<file path="config.mk">
export PLATFORM = sky130hd
export DESIGN_NAME = bbsf_front
export DESIGN_NICKNAME = d
export VERILOG_FILES = /design/src/sv/bbsf_pkg.sv /design/src/sv/bbsf_front.sv
export SDC_FILE = /design/constraint.sdc
export NUM_CORES = 1
export LEC_CHECK = 0
export ABC_CLOCK_PERIOD_IN_PS = 2490
export BUFFER_PORTS_ARGS = -buffer_cell sky130_fd_sc_hd__buf_2
export CELL_PAD_IN_SITES_DETAIL_PLACEMENT = 1
export CELL_PAD_IN_SITES_GLOBAL_PLACEMENT = 1
export CORE_MARGIN = 1.5
export CORE_UTILIZATION = 39
export CTS_CLUSTER_DIAMETER = 150
export CTS_CLUSTER_SIZE = 24
export DETAILED_ROUTE_END_ITERATION = 8
export GPL_TIMING_DRIVEN = 1
export PLACE_DENSITY = 0.75
export SLEW_MARGIN = 0
export SYNTH_ARGS = -nofsm -noshare
export SYNTH_HDL_FRONTEND = slang
export SYNTH_SLANG_ARGS = --single-unit
</file>
<file path="constraint.sdc">
create_clock -name clk_i -period 2.49 [get_ports clk_i]
set_input_delay 0.249 -clock clk_i [delete_from_list [all_inputs] [get_ports clk_i]]
set_output_delay 0.249 -clock clk_i [all_outputs]
set_load 0.1 [all_outputs]
</file>
<file path="src/sv/bbsf_pkg.sv">
// Shared types and constants for the bounded byte stream FIFO.
`default_nettype none

package bbsf_pkg;

  // Action codes as they arrive on the input item
  typedef enum logic [2:0] {
    ACT_WRITE = 3'd0,
    ACT_END   = 3'd1,
    ACT_PEEK  = 3'd2,
    ACT_POP   = 3'd3,
    ACT_READ  = 3'd4
  } action_e;

  // Decoded operation handed from the front end to the back end
  typedef enum logic [2:0] {
    OP_WRITE,
    OP_END,
    OP_PEEK,
    OP_POP,
    OP_READ,
    OP_NOP
  } op_e;

  // Back end sequencer states
  typedef enum logic [1:0] {
    ST_IDLE,
    ST_EMIT,
    ST_STAT
  } state_e;

  localparam int unsigned CAP_W    = 11;
  localparam int unsigned LEN_W    = 7;
  localparam int unsigned TOTAL_W  = 48;
  localparam logic [CAP_W-1:0] CAP_RESET = 11'd1024;

  // Result queue depth and its level width
  localparam int unsigned RQ_DEPTH = 4;
  localparam int unsigned RQ_LVL_W = 3;

  typedef struct packed {
    logic [2:0]       action;
    logic [7:0]       data_byte;
    logic [LEN_W-1:0] length;
  } in_item_t;

  typedef struct packed {
    logic [7:0]         byte_out;
    logic               byte_valid;
    logic               last_of_run;
    logic               write_accepted;
    logic               error_flag;
    logic [CAP_W-1:0]   buffered_count;
    logic [TOTAL_W-1:0] total_written;
    logic [TOTAL_W-1:0] total_read;
    logic               ended_flag;
    logic               end_of_stream;
  } out_item_t;

  typedef struct packed {
    op_e              op;
    logic [7:0]       data;
    logic [LEN_W-1:0] len;
  } cmd_t;

endpackage

`default_nettype wire

</file>
<file path="src/sv/bbsf_front.sv">
// Front end: accepts input items, decodes the action, queues commands.
`default_nettype none

module bbsf_front #(
  parameter int unsigned MAX_LENGTH = 64
) (
  input  wire logic              clk_i,
  input  wire logic              rst_ni,
  input  wire logic              push,
  output logic                   full,
  input  wire bbsf_pkg::in_item_t in_item_i,
  output logic                   cmd_valid_o,
  output bbsf_pkg::cmd_t         cmd_o,
  input  wire logic              cmd_pop_i
);

  localparam logic [bbsf_pkg::LEN_W-1:0] MaxLen = bbsf_pkg::LEN_W'(MAX_LENGTH);

  bbsf_pkg::cmd_t cmd_q [2];
  bbsf_pkg::cmd_t dec;
  logic           wr_ptr_q, wr_ptr_d;
  logic           rd_ptr_q, rd_ptr_d;
  logic [1:0]     cnt_q, cnt_d;
  logic           do_push, do_pop;

  assign full        = (cnt_q == 2'd2);
  assign cmd_valid_o = (cnt_q != 2'd0);
  assign cmd_o       = cmd_q[rd_ptr_q];
  assign do_push     = push && !full;
  assign do_pop      = cmd_pop_i && cmd_valid_o;

  // Decode the action and saturate the length
  always_comb begin
    dec.data = in_item_i.data_byte;
    dec.len  = (in_item_i.length > MaxLen) ? MaxLen : in_item_i.length;
    unique case (bbsf_pkg::action_e'(in_item_i.action))
      bbsf_pkg::ACT_WRITE: dec.op = bbsf_pkg::OP_WRITE;
      bbsf_pkg::ACT_END:   dec.op = bbsf_pkg::OP_END;
      bbsf_pkg::ACT_PEEK:  dec.op = bbsf_pkg::OP_PEEK;
      bbsf_pkg::ACT_POP:   dec.op = bbsf_pkg::OP_POP;
      bbsf_pkg::ACT_READ:  dec.op = bbsf_pkg::OP_READ;
      default:             dec.op = bbsf_pkg::OP_NOP;
    endcase
  end

  // Advance pointers and count
  always_comb begin
    wr_ptr_d = do_push ? !wr_ptr_q : wr_ptr_q;
    rd_ptr_d = do_pop ? !rd_ptr_q : rd_ptr_q;
    cnt_d    = cnt_q + {1'b0, do_push} - {1'b0, do_pop};
  end

  always_ff @(posedge clk_i or negedge rst_ni) begin
    if (!rst_ni) begin
      wr_ptr_q <= 1'b0;
      rd_ptr_q <= 1'b0;
      cnt_q    <= 2'd0;
    end else begin
      wr_ptr_q <= wr_ptr_d;
      rd_ptr_q <= rd_ptr_d;
      cnt_q    <= cnt_d;
    end
  end

  // Store the decoded command
  always_ff @(posedge clk_i) begin
    if (do_push) begin
      cmd_q[wr_ptr_q] <= dec;
    end
  end

endmodule

`default_nettype wire

</file>
# Word level (Yosys, flattened, before mapping)
# Memory sizes are Yosys's and may differ from the RTL's.
# Index checks and enable logic that the tools add are counted.
[totals]
output_inout_bits = 20
memories = 1
elab_cells = 23
reg_bits = 4
inputBits = 22
mem_bits_rw = 36
[op_classes]
n_reduce_logical = 7
n_mux = 4
add_sub_neg = 2
n_eq_ne = 5
order_cmp = 1
[mem_list]
columns = ["memory", "depth", "width", "read_ports", "rd_clocked_by_memory_dff", "write_ports", "line_no", "text"]
rows = [
  ["cmd_q", 2, 18, 1, 0, 1, "bbsf_front.sv:19", "bbsf_pkg::cmd_t cmd_q [2];"],
]
[op_table]
columns = ["op", "n"]
rows = [
  ["$pmux W3 S5", 1],
  ["$gt A7 B7 Y1 const B", 1],
  ["$mux W7", 1],
  ["$eq A3 B2 Y1 const B", 2],
  ["$eq A3 B1 Y1 const B", 1],
  ["$eq A3 B3 Y1 const B", 1],
  ["$logic_not A1 Y1", 3],
  ["$logic_not A3 Y1", 1],
  ["$add A2 B1 Y2", 1],
  ["$eq A2 B2 Y1 const B", 1],
  ["$logic_and A1 B1 Y1", 2],
  ["$mux W1", 2],
  ["$reduce_bool A2 Y1", 1],
  ["$sub A2 B1 Y2", 1],
]

# Depth between registers and ports, before layout
[depth]
ltp_word = 5
depth_mapped = 7
ltp_nobuf = 7

# Least setup slack after synthesis
# No wires, ideal clock.
[synth_path]
path_kind = "register to register"
start = "register cnt_q[1]"
end = "register cnt_q[1]"
arrival_ns = 1.676
required_time_ns = 2.367
path_slack_ns = 0.691
path_stages_with_launch = 8
n_path_buf = 0
synth_period_minus_slack_ns = 1.799
setup_ns = 0.123
cell_sequence = "dfrtp_1 -> or2_4 -> and2_4 -> ha_1 -> inv_1 -> ha_1 -> xnor2_1 -> xnor2_1"
[synth_rtl]
columns = ["item", "line_no", "text"]
rows = [
  ["start, declared", "bbsf_front.sv:23", "logic [1:0] cnt_q, cnt_d;"],
  ["start signal, assigned", "bbsf_front.sv:61", "cnt_q <= cnt_d;"],
  ["$reduce_bool A2 Y1", "bbsf_front.sv:27", "assign cmd_valid_o = (cnt_q != 2'd0);"],
  ["net cmd_valid_o", "bbsf_front.sv:12", "output logic cmd_valid_o,"],
  ["$logic_and A1 B1 Y1", "bbsf_front.sv:30", "assign do_pop = cmd_pop_i && cmd_valid_o;"],
  ["net do_pop", "bbsf_front.sv:24", "logic do_push, do_pop;"],
  ["$sub A2 B1 Y2", "bbsf_front.sv:50", "cnt_d = cnt_q + {1'b0, do_push} - {1'b0, do_pop};"],
  ["net cnt_d[1]", "bbsf_front.sv:23", ""],
]
# The timed path passes the listed nets, and every way through them passes these cells.
# A chain may end at the register's enable or synchronous reset.

==> metrics.yaml <==
setup_path:
  crit_path_top_delay_cell: "dfrtp_1"
  cp_slowest_stage_delay_ns: 0.53
  path_buf_inv: 2
  crit_required_ns: 2.24
  critical_path_depth: 3
  crit_path_start_kind: "register"
  critPathCaptureType: "output port"
  rrSetupSlack_ns: 0.75
  regToRegEndpoint: "cnt_q[1]"
  critPathArrivalTime_ns: 1.78
  worstPathCellList: "buf_4 > mux2_2 > buf_2"
  r2r_start: "cnt_q[1]"
  crit_path_max_fanout: 12
  path_delay_family: "buffers and inverters"
  critPathKind: "register to output port"
  r2r_cells: 7
min_path:
  hold_depth: 1
  hold_class: "input port to register"
  hold_start: "in_item_i[7]"
  min_to: "cmd_q[0][7]"
clock_network:
  cts.sinks: 40
  clockBufferDepth: 2
  clk_pin_slew_ns: 0.07
  clk_latency_ns: 0.27
  cts_max_level: 2
  cts_tree: "done"
  cts-root-buf: "clkbuf_8"
  ctsHoldBuffers: 1
  numCtsBuffers: 5
  post-cts-setup-buffers: 0
  cts_resized: 0
floorplan:
  die_h_um: 67.1
  coreArea_mm2: 0.00397
  num_io_pins: 42
  die_area_mm2: 0.00451
  rows: 23
  start_util_pct: 40.4
  die_w_um: 67.1
sta:
  finClkSkew_ns: 0.00419
  min_period_ns: 2.03
  worst_pin_slew_ns: 0.495
  max_clock_freq_mhz: 492
  rsz0062_at_grt: "no"
  fin_crit_sh_pct: 81.6
  relSlewSlack_pct: 67.2
  finalSetupViolations: 0
  slew_violations: 0
  final-hold-violation-count: 0
  fin_setup_tns_ns: 0
yosys:
  ys_types: 18
  syn_area_mm2: 0.00160
  yosysWarnings: 0
  syn_nets: 108
  ys_seq_area_share_pct: 73.6
  ys_seq_elements: 40
  avgSynthCellArea_um2: 19.1
  synthCells: 84
global_routing:
  grt_use_total_pct: 13.4
  grt.overflow.total: 0
  antenna_found_initial: 0
  grt_pass1_wl_mm: 4.24
  grt_max_degree: 19
  grt_pass1_vias: 900
detailed_routing:
  wl_per_cell_um: 14.8
  wl_met2_mm: 1.43
  route.met3.wl_um: 161
  drt_iter0_markers: 36
  dr.max_layer_used: "met4"
  vias: 823
  ant_nets: 0
  drt_wl_total_mm: 2.70
  wl_met1_mm: 1.09
  drcViolationCount: 0
  firstDrtPassIters: 2
  vias_per_cell: 4.52
layout:
  insertedDiodeCount: 0
  final_common_cell: "buf_2"
  final_cell_mix: "buf_2, edfxtp_1, mux2_4, mux2_2, nor2b_1"
  nets: 156
  syn_to_final_growth_pct: 21.8
  drive_above_1_share_pct: 53.8
  nFillCells: 403
placement:
  io_buffer_count: 41
  dp_hpwl_mm: 2.07
  gp_congestion: 0.638
run:
  drv_cap: 0
outcome:
  run_status: "completed"
-- area by class of cell --
cell class              count  area (um^2)  area share [%]
clock inverters             1         5.00           0.256
inverters                   2         7.51           0.384
flip-flops and latches     40         1180            60.4
well taps                  50         62.6            3.20
multi-input cells          38          388            19.8
clock buffers               6         72.6            3.71
repair buffers             45          238            12.2
-- layer usage --
layer	vias up	GRT usage, %
li1	400	-
met1	391	15.1
met2	30	23.5
met3	2	4.17
met4	0	5.36
met5	-	0
-- through the flow --
stage	instances	util, %	hold WS [ns]	setup WS, ns	cell area [um^2]
after global routing	182	49.2	0.143	0.353	1950
after detailed placement	174	47.0	0.0672	0.745	1870
after CTS	182	49.2	0.149	0.432	1950
after floorplan	84	-	-0.0466	0.691	1600
final	182	49.2	0.158	0.458	1950
after global placement	174	47.0	0.0614	0.782	1870
-- cell usage after synthesis --
cell | n | area share, %
a21o_1 | 1 | 0.47
ha_1 | 2 | 1.6
xnor2_1 | 3 | 1.6
inv_1 | 2 | 0.47
and3_1 | 1 | 0.39
edfxtp_1 | 36 | 67
mux2_2 | 9 | 6.3
dfrtp_1 | 4 | 6.2
xor2_1 | 1 | 0.55
nand2_1 | 1 | 0.23
mux2_4 | 9 | 8.4
and2_4 | 1 | 0.55
clkbuf_1 | 2 | 0.47
buf_6 | 2 | 1.4
nor2b_1 | 7 | 2.7
or2_4 | 1 | 0.55
nand2b_1 | 1 | 0.39
nor2_1 | 1 | 0.23
-- registers in the layout, indices dropped and copies added, names as in the netlist --
register and cells:
cmd_q 36, cnt_q 2, rd_ptr_q 1, wr_ptr_q 1
-- kinds of logic after synthesis --
group | Yosys count | share of synthesized area [%]
AOI/OAI and AO/OA | 1 | 0.468
xor gates and xnor gates | 4 | 2.18
adders and majority gates | 2 | 1.56
buffers and inverters | 6 | 2.34
DFF | 40 | 73.6
muxes | 18 | 14.7
and+or+nand+nor | 13 | 5.07
-- how the worst max path moves through the flow --
stage               startpoint         to  slack, ns
floorplan             cnt_q[1]   cnt_q[1]       0.69
global placement      rd_ptr_q  cmd_o[17]       0.78
detailed placement    rd_ptr_q   cmd_o[1]       0.75
CTS                   rd_ptr_q   cmd_o[1]       0.43
global route          rd_ptr_q   cmd_o[1]       0.35
finish                rd_ptr_q   cmd_o[1]       0.46
Power is not shown: default switching activity piles up to over one toggle a cycle in this logic, so the estimate is an artifact.
