[config.mk]
export PLATFORM = sky130hd
export DESIGN_NAME = bbsf_rq
export DESIGN_NICKNAME = d
export VERILOG_FILES = /design/src/sv/bbsf_pkg.sv /design/src/sv/bbsf_rq.sv
export SDC_FILE = /design/constraint.sdc
export NUM_CORES = 1
export LEC_CHECK = 0
export BUFFER_PORTS_ARGS = -buffer_cell sky130_fd_sc_hd__buf_2
export CORE_ASPECT_RATIO = 0.7
export CORE_MARGIN = 3
export CORE_UTILIZATION = 45
export DETAILED_ROUTE_END_ITERATION = 16
export GPL_ROUTABILITY_DRIVEN = 0
export PLACE_DENSITY = 0.73
export RECOVER_POWER = 100
export SLEW_MARGIN = 20
export SYNTH_ARGS = -nofsm -noshare
export SYNTH_HDL_FRONTEND = slang
export SYNTH_SLANG_ARGS = --single-unit
[constraint.sdc]
create_clock -name clk_i -period 3.77 [get_ports clk_i]
set_input_delay 0.377 -clock clk_i [delete_from_list [all_inputs] [get_ports clk_i]]
set_output_delay 0.377 -clock clk_i [all_outputs]
set_load 0.1 [all_outputs]
[src/sv/bbsf_pkg.sv]
// Shared types and constants for the bounded byte stream FIFO.
`default_nettype none

package bbsf_pkg;

  // Action codes as they arrive on the input item
  typedef enum logic [2:0] {
    ACT_WRITE = 3'd0,
    ACT_END   = 3'd1,
    ACT_PEEK  = 3'd2,
    ACT_POP   = 3'd3,
    ACT_READ  = 3'd4
  } action_e;

  // Decoded operation handed from the front end to the back end
  typedef enum logic [2:0] {
    OP_WRITE,
    OP_END,
    OP_PEEK,
    OP_POP,
    OP_READ,
    OP_NOP
  } op_e;

  // Back end sequencer states
  typedef enum logic [1:0] {
    ST_IDLE,
    ST_EMIT,
    ST_STAT
  } state_e;

  localparam int unsigned CAP_W    = 11;
  localparam int unsigned LEN_W    = 7;
  localparam int unsigned TOTAL_W  = 48;
  localparam logic [CAP_W-1:0] CAP_RESET = 11'd1024;

  // Result queue depth and its level width
  localparam int unsigned RQ_DEPTH = 4;
  localparam int unsigned RQ_LVL_W = 3;

  typedef struct packed {
    logic [2:0]       action;
    logic [7:0]       data_byte;
    logic [LEN_W-1:0] length;
  } in_item_t;

  typedef struct packed {
    logic [7:0]         byte_out;
    logic               byte_valid;
    logic               last_of_run;
    logic               write_accepted;
    logic               error_flag;
    logic [CAP_W-1:0]   buffered_count;
    logic [TOTAL_W-1:0] total_written;
    logic [TOTAL_W-1:0] total_read;
    logic               ended_flag;
    logic               end_of_stream;
  } out_item_t;

  typedef struct packed {
    op_e              op;
    logic [7:0]       data;
    logic [LEN_W-1:0] len;
  } cmd_t;

endpackage

`default_nettype wire

[src/sv/bbsf_rq.sv]
// Result queue: holds finished results until the consumer pops them.
`default_nettype none

module bbsf_rq (
  input  wire logic                             clk_i,
  input  wire logic                             rst_ni,
  input  wire logic                             push_i,
  input  wire bbsf_pkg::out_item_t              item_i,
  input  wire logic                             pop,
  output logic                                  empty,
  output bbsf_pkg::out_item_t                   out_item_o,
  output logic [bbsf_pkg::RQ_LVL_W-1:0]         level_o
);

  localparam int unsigned PW = $clog2(bbsf_pkg::RQ_DEPTH);

  bbsf_pkg::out_item_t              ent_q [bbsf_pkg::RQ_DEPTH];
  logic [PW-1:0]                    wr_ptr_q, rd_ptr_q;
  logic [bbsf_pkg::RQ_LVL_W-1:0]    cnt_q, cnt_d;
  logic                             do_pop;

  assign empty      = (cnt_q == '0);
  assign out_item_o = ent_q[rd_ptr_q];
  assign level_o    = cnt_q;
  assign do_pop     = pop && !empty;

  always_comb begin
    cnt_d = cnt_q + bbsf_pkg::RQ_LVL_W'(push_i) - bbsf_pkg::RQ_LVL_W'(do_pop);
  end

  // Advance pointers and count
  always_ff @(posedge clk_i or negedge rst_ni) begin
    if (!rst_ni) begin
      wr_ptr_q <= '0;
      rd_ptr_q <= '0;
      cnt_q    <= '0;
    end else begin
      if (push_i) begin
        wr_ptr_q <= wr_ptr_q + 1'b1;
      end
      if (do_pop) begin
        rd_ptr_q <= rd_ptr_q + 1'b1;
      end
      cnt_q <= cnt_d;
    end
  end

  // Store a result
  always_ff @(posedge clk_i) begin
    if (push_i) begin
      ent_q[wr_ptr_q] <= item_i;
    end
  end

  // The back end only pushes against reserved space
  a_no_overflow: assert property (@(posedge clk_i) disable iff (!rst_ni)
    push_i |-> (cnt_q < bbsf_pkg::RQ_LVL_W'(bbsf_pkg::RQ_DEPTH)) || do_pop)
    else $error("result pushed into full queue");

endmodule

`default_nettype wire

# Yosys cells after proc, flatten, opt, wreduce, memory -nomap -nowiden

Memories as Yosys holds them, arrays and structs flattened.
Index checks and enable logic that the tools add are counted.

Register bits after elaboration: 7
Memory bits (writable): 484
Input bits: 125
Output and inout port bits: 125
Logic and storage cells: 13
Memories: 1

Memory list:

| memory | words | width | read ports | clocked after Yosys merged registers in | write ports | RTL line      | source |
|---|---|---|---|---|---|---|---|
| ent_q  | 4     | 121   | 1          | 0                                       | 1           | bbsf_rq.sv:17 | `bbsf_pkg::out_item_t ent_q [bbsf_pkg::RQ_DEPTH];` |

Add/sub/neg operators: 4
Multiplexer cells: 2
Reduce and logical (&&, ||, !) cells: 3

Operators by type and width:

| operator                                                      | count |
|---|---|
| 2-bit by 1-bit adder with 2-bit output, second input constant | 2 |
| 3-bit by 1-bit adder with 3-bit output                        | 1 |
| 3-bit zero test                                               | 1 |
| 3-bit by 1-bit subtractor with 3-bit output                   | 1 |
| 1-bit 2-to-1 mux                                              | 2 |
| 1-bit logical AND                                             | 1 |
| 1-bit zero test                                               | 1 |

# Longest topological paths before layout

Gate-level depths: netlist of the first run.

Word-level depth: 4
Depth in mapped cells: 9
Gate-level depth less buffers: 9

# Least setup slack after synthesis of the first run

OpenSTA, ideal clock, no wires.

Path kind: register to register
From: reg wr_ptr_q[0]
To: mem ent_q[0][0] (netlist bit) (enable)
Setup time: 494 ps
Arrival: 3,402 ps
Data required time: 3,276 ps
Path slack: -126 ps
Stages on the path, launching flop included: 4
Buffers on the path: 0
Clock period less this slack: 3,896 ps
Cells stage by stage: dfrtp_1 -> inv_1 -> ha_1 -> and2_1

RTL lines:

| what                   | RTL line      | source |
|---|---|---|
| start, declared        | bbsf_rq.sv:18 | `logic [PW-1:0] wr_ptr_q, rd_ptr_q;` |
| start signal, assigned | bbsf_rq.sv:39 | `wr_ptr_q <= wr_ptr_q + 1'b1;` |
| end, declared          | bbsf_rq.sv:17 |  |

Straight into the memory's write port.

==> reports/metrics.yaml, run 1 <==
status:
  outcome: "finished with violations"
  violations: "capacitance limit, slew limit"
clocking:
  postCtsHoldBufs: 1
  cts_tree: "done"
  cts-buffers-inserted: 46
  cts_root_buffer: "clkbuf_16"
  clock_path_buffers: 3
  clkSlewWorstSetupHoldPaths_ns: 0.06
  cts_num_sinks: 491
  htree_levels: 2
  cts_setup_buffers: 0
  cts-resized-gates: 0
  clock_latency_ns: 0.55
die:
  core_area_um2: 38700
  initial_core_util: 0.461
  rows: 60
  fp.dieW_um: 244
  die_y_um: 173
  ios: 250
  die-area_um2: 42100
global_routing:
  grt_pass1_wl_um: 52600
  antenna_found_initial: 7
  first_global_vias: 8690
  overflow: 0
  gr-usage-all-layers: 0.163
  grt_max_degree: 76
sta:
  hold_violations: 0
  setup_viol_count_final: 0
  rsz0062_at_grt: "no"
  max_freq_mhz: 307
  post-route-period-util: 0.863
  skew_ns: 0.0156
  final_max_slew_viol_count: 59
  relSlewSlack: -0.377
  tns_ns: 0
  min_period_ns: 3.25
  worstMarginPinSlew_ns: 2.07
place:
  dp_hpwl_um: 20900
  port_buffers: 249
min_path:
  whs_endpoint: "ent_q[1][22]$_DFFE_PP_"
  hp-class: "in2reg"
  hold_depth: 1
  hp-start: "item_i[22]"
setup_path:
  crit_arrival_ns: 2.88
  r2r-start: "wr_ptr_q[0]$_DFFE_PN0P_"
  crit_path_cell_trace: "buf_4 -> mux4_2 -> clkbuf_2"
  worst-path-stages: 3
  required_ns: 3.39
  slowest_stage: "dfrtp_2"
  start_kind: "register"
  max_stage_delay_ns: 0.93
  worstPathMaxFanout: 31
  crit_family: "flip-flops"
  rrSetupSlack_ns: 0.62
  reg2reg_depth: 4
  crit_type: "reg2out"
  critPathCaptureType: "primary output"
  critPathBufInv: 2
  rr_endpoint: "ent_q[2][109]$_DFFE_PP_"
yosys:
  synth_warnings: 0
  syn_avg_cell_area_um2: 26.7
  synth_edf_count: 484
  synth_area_leader_cell: "edfxtp_1"
  synth_top_area_frac: 0.814
  synth_nets: 800
  postSynthCellCount: 668
  synth-main-ff-cell: "edfxtp_1"
  yosysSeqAreaShare: 0.824
  synth.distinct_cells: 19
  syn_area_um2: 17800
  async_flop_share: 0.0143
  synth.area.top_cells: "edfxtp_1 (81%), mux4_2 (15%), dfrtp_1 (0.98%), buf_6 (0.57%), ha_1 (0.42%)"
  ys_seq_elements: 491
drt:
  firstDrtPassIters: 4
  viasPerCell: 5.25
  vias: 7981
  routedWlPerCell_um: 22.2
  drc: 0
  wl_um: 33700
  ant_nets: 0
  drt_iter0_markers: 473
finish:
  layout_commonest_cell: "edfxtp_1"
  drive_gt1_frac: 0.322
  area_growth_pct: 17.6
  mostFrequentLayoutCells: "edfxtp_1 (484), clkbuf_1 (146), mux4_2 (121)"
  nNetsFinal: 1087
job:
  maxCapViolCount: 2
## synthesized netlist by cell type (all sizes together), types with 3 or more instances
cell type and instances:
xnor2 4, clkbuf 3, ha 6, inv 7, and2 4, mux4 121, edfxtp 484, dfrtp 7
buf 25
## through the flow
step | hold slack (ns) | util | cell area (um^2) | setup WS, ns | std cells
3_5_place_dp | 0.219 | 0.511 | 19800 | 1.28 | 1433
5_1_grt | 0.0591 | 0.542 | 21000 | 0.303 | 1518
4_1_cts | 0.00563 | 0.547 | 21200 | 0.673 | 1518
3_3_place_gp | 0.219 | 0.511 | 19800 | 1.29 | 1433
2_1_floorplan | 0.0814 | - | 17900 | 0.378 | 668
6_report | 0.0810 | 0.542 | 21000 | 0.516 | 1519
## cell families (layout without fill, tap and decap cells)
logic type      after synthesis  in the layout  share of synthesized area
flops                       491            491                      0.824
mux                         121            121                      0.153
buf+inv                      35            358                     0.0123
fa+ha+maj                     7              7                    0.00533
simple gates                  6              6                    0.00189
xor+xnor                      5              5                    0.00245
compound gates                3              3                    0.00119
other cells                   0              1                          0
## final cells by class
type / instances / area [um^2]
Antenna cell: 1 / 2.50
Clock buffer: 58 / 1220
Clock inverter: 26 / 165
Fill cell: 3001 / 17800
Inverter: 7 / 26.3
Multi-Input combinational cell: 142 / 2920
Sequential cell: 491 / 14700
Tap cell: 527 / 659
Timing Repair Buffer: 267 / 1280
## routing by layer
metal,up-vias,global-route usage,wire length [um]
met1,4168,0.230,14600
li1,3471,-,-
met5,-,0,61
met3,63,0.0496,2790
met4,8,0.0373,560
met2,271,0.255,15600
## worst reg2reg max path, cell delays in order (launching register included)
cell,delay [ns]
dfrtp_1,0.44
inv_1,0.11
ha_1,0.13
and2_1,1.52
buf_4,0.59
## flip-flops by register name (all words and copies together), names as in the netlist
register  cells
wr_ptr_q      2
rd_ptr_q      2
ent_q       484
level_o       3
## worst max path at each step
stage | start | end | slack, ns
after detailed placement | rd_ptr_q[0]$_DFFE_PN0P_ | out_item_o[34] | 1.28
after global placement | rd_ptr_q[0]$_DFFE_PN0P_ | out_item_o[34] | 1.29
after floorplan | level_o[1]$_DFF_PN0_ | empty | 0.38
after global routing | rd_ptr_q[0]$_DFFE_PN0P_ | out_item_o[34] | 0.30
after CTS | rd_ptr_q[0]$_DFFE_PN0P_ | out_item_o[34] | 0.67
final | rd_ptr_q[1]$_DFFE_PN0P_ | out_item_o[81] | 0.52
Power of run 1 is left out: the tool's default activity adds up to more than one toggle a clock period on the data nets, which glitch-free logic cannot reach.
==> run 2, diff against run 1 <==
- CORE_UTILIZATION: 45 -> 51
- PLACE_DENSITY: 0.73 -> 0.8
==> run 2 against run 1 <==
Effect of this change:
- critical path type unchanged
- critical endpoint is now out_item_o[94]
- highest routed layer unchanged
- sequential share of layout area increased by 0.82 points
- die area decreased by 11%
- register-to-register slack improved by 0.09 ns
- the run still ends with capacitance limit, slew limit left
- cell area decreased by 1.1%
- global-route usage increased by 2.0 points
- cell count decreased by 4.3%
==> reports/metrics.yaml, run 2 (synthesized netlist as in run 1, its figures left out) <==
finish:
  regMostFlops: "ent_q"
  instances_no_fill: 1454
  largest_register_ffs: 484
  area_growth_pct: 16.2
  nNetsFinal: 1084
  layout_commonest_cell: "edfxtp_1"
  mostFrequentLayoutCells: "edfxtp_1 (484), clkbuf_1 (242), mux4_2 (121)"
  stdcell_area_um2: 20700
  drive_gt1_frac: 0.222
min_path:
  hold_depth: 1
  hp-start: "item_i[2]"
  hp-class: "in2reg"
sta:
  skew_ns: 0.00915
  relSlewSlack: -0.229
  hold_violations: 0
  post-route-period-util: 0.864
  max_freq_mhz: 307
  tns_ns: 0
  min_period_ns: 3.26
  rsz0062_at_grt: "no"
  final_max_slew_viol_count: 211
  setup_viol_count_final: 0
  worstMarginPinSlew_ns: 1.84
drt:
  firstDrtPassIters: 4
  vias: 7982
  drt_iter0_markers: 527
  routedWlPerCell_um: 23.0
  viasPerCell: 5.49
  wl_um: 33500
  ant_nets: 0
  drc: 0
global_routing:
  antenna_found_initial: 4
  overflow: 0
  grt-busiest-layer: "met2"
  gr-usage-all-layers: 0.183
  grt_util_met1: 0.259
  grt_pass1_wl_um: 51800
  first_global_vias: 8600
  grt_max_degree: 65
  grt_util_met3: 0.0540
  met2_usage: 0.284
clocking:
  cts_root_buffer: "clkbuf_16"
  cts_tree: "done"
  htree_levels: 2
  clock_latency_ns: 0.55
  clock_path_buffers: 3
  cts-buffers-inserted: 45
  clkSlewWorstSetupHoldPaths_ns: 0.07
  cts-resized-gates: 0
  cts_num_sinks: 491
die:
  core_area_um2: 34000
  initial_core_util: 0.525
  fp.dieW_um: 230
  die-area_um2: 37300
  rows: 56
  ios: 250
  die_y_um: 163
setup_path:
  required_ns: 3.39
  worstPathMaxFanout: 39
  reg2reg_depth: 3
  r2r-start: "wr_ptr_q[0]$_DFFE_PN0P_"
  crit_arrival_ns: 2.88
  crit_type: "reg2out"
  start_kind: "register"
  critPathCaptureType: "primary output"
  crit_path_start: "rd_ptr_q[0]$_DFFE_PN0P_"
place:
  place_inst: 1368
  port_buffers: 249
  dp_hpwl_um: 20200
  placed_area_um2: 19700
status:
  outcome: "finished with violations"
  violations: "capacitance limit, slew limit"
job:
  maxCapViolCount: 4
[run 2: cell count changes in the layout (fill, tap and decap cells not counted), moves of 3 or more]
cell / change
clkbuf_2: -88
buf_1: +3
diode_2: +3
buf_4: -5
buf_2: -3
clkbuf_1: +96
and2_4: +3
[run 2: cell type report]
cell class | count | area (um^2)
antenna | 4 | 10.0
clock buffer | 61 | 1230
clock inverter | 20 | 149
fill | 2392 | 13200
inverter | 7 | 26.3
multi-input combinational | 142 | 2930
sequential | 491 | 14700
tap | 464 | 581
timing repair buffer | 265 | 1110
[run 2: worst paths after layout]
path | end | slack [ns]
setup / recovery | out_item_o[94] | 0.51
hold / removal | ent_q[1][2]$_DFFE_PP_ | 0.09
setup reg to reg | ent_q[3][108]$_DFFE_PP_ | 0.71
hold reg to reg | wr_ptr_q[0]$_DFFE_PN0P_ | 0.55
max in group asynchronous | rd_ptr_q[0]$_DFFE_PN0P_ | 3.14
min in group asynchronous | level_o[0]$_DFF_PN0_ | 0.29
[run 2: worst max-delay path, stage by stage, from the launching register on]
cell and delay (ns):
dfrtp_4 0.71, buf_12 0.36, mux4_2 0.29, buf_1 0.92
[run 2: what timing repair did]
item,CTS,global route
hold endpoints to repair,7,0
setup buffers,0,0
hold buffers,1,0
[run 2: per-stage QoR]
stage                util  setup WS [ns]  hold slack [ns]
global route        0.610          0.349           0.0732
floorplan               -          0.378           0.0814
CTS                 0.621          0.722          0.00648
global placement    0.580           1.35            0.220
finish              0.610          0.512           0.0852
detailed placement  0.580           1.34            0.223
[run 2: per-layer routing]
metal | vias up | wire [um]
met5 | - | 13
met4 | 2 | 645
met3 | 54 | 2820
met2 | 272 | 16400
met1 | 4196 | 13600
li1 | 3458 | -
Power of run 2 is left out for the same reason.
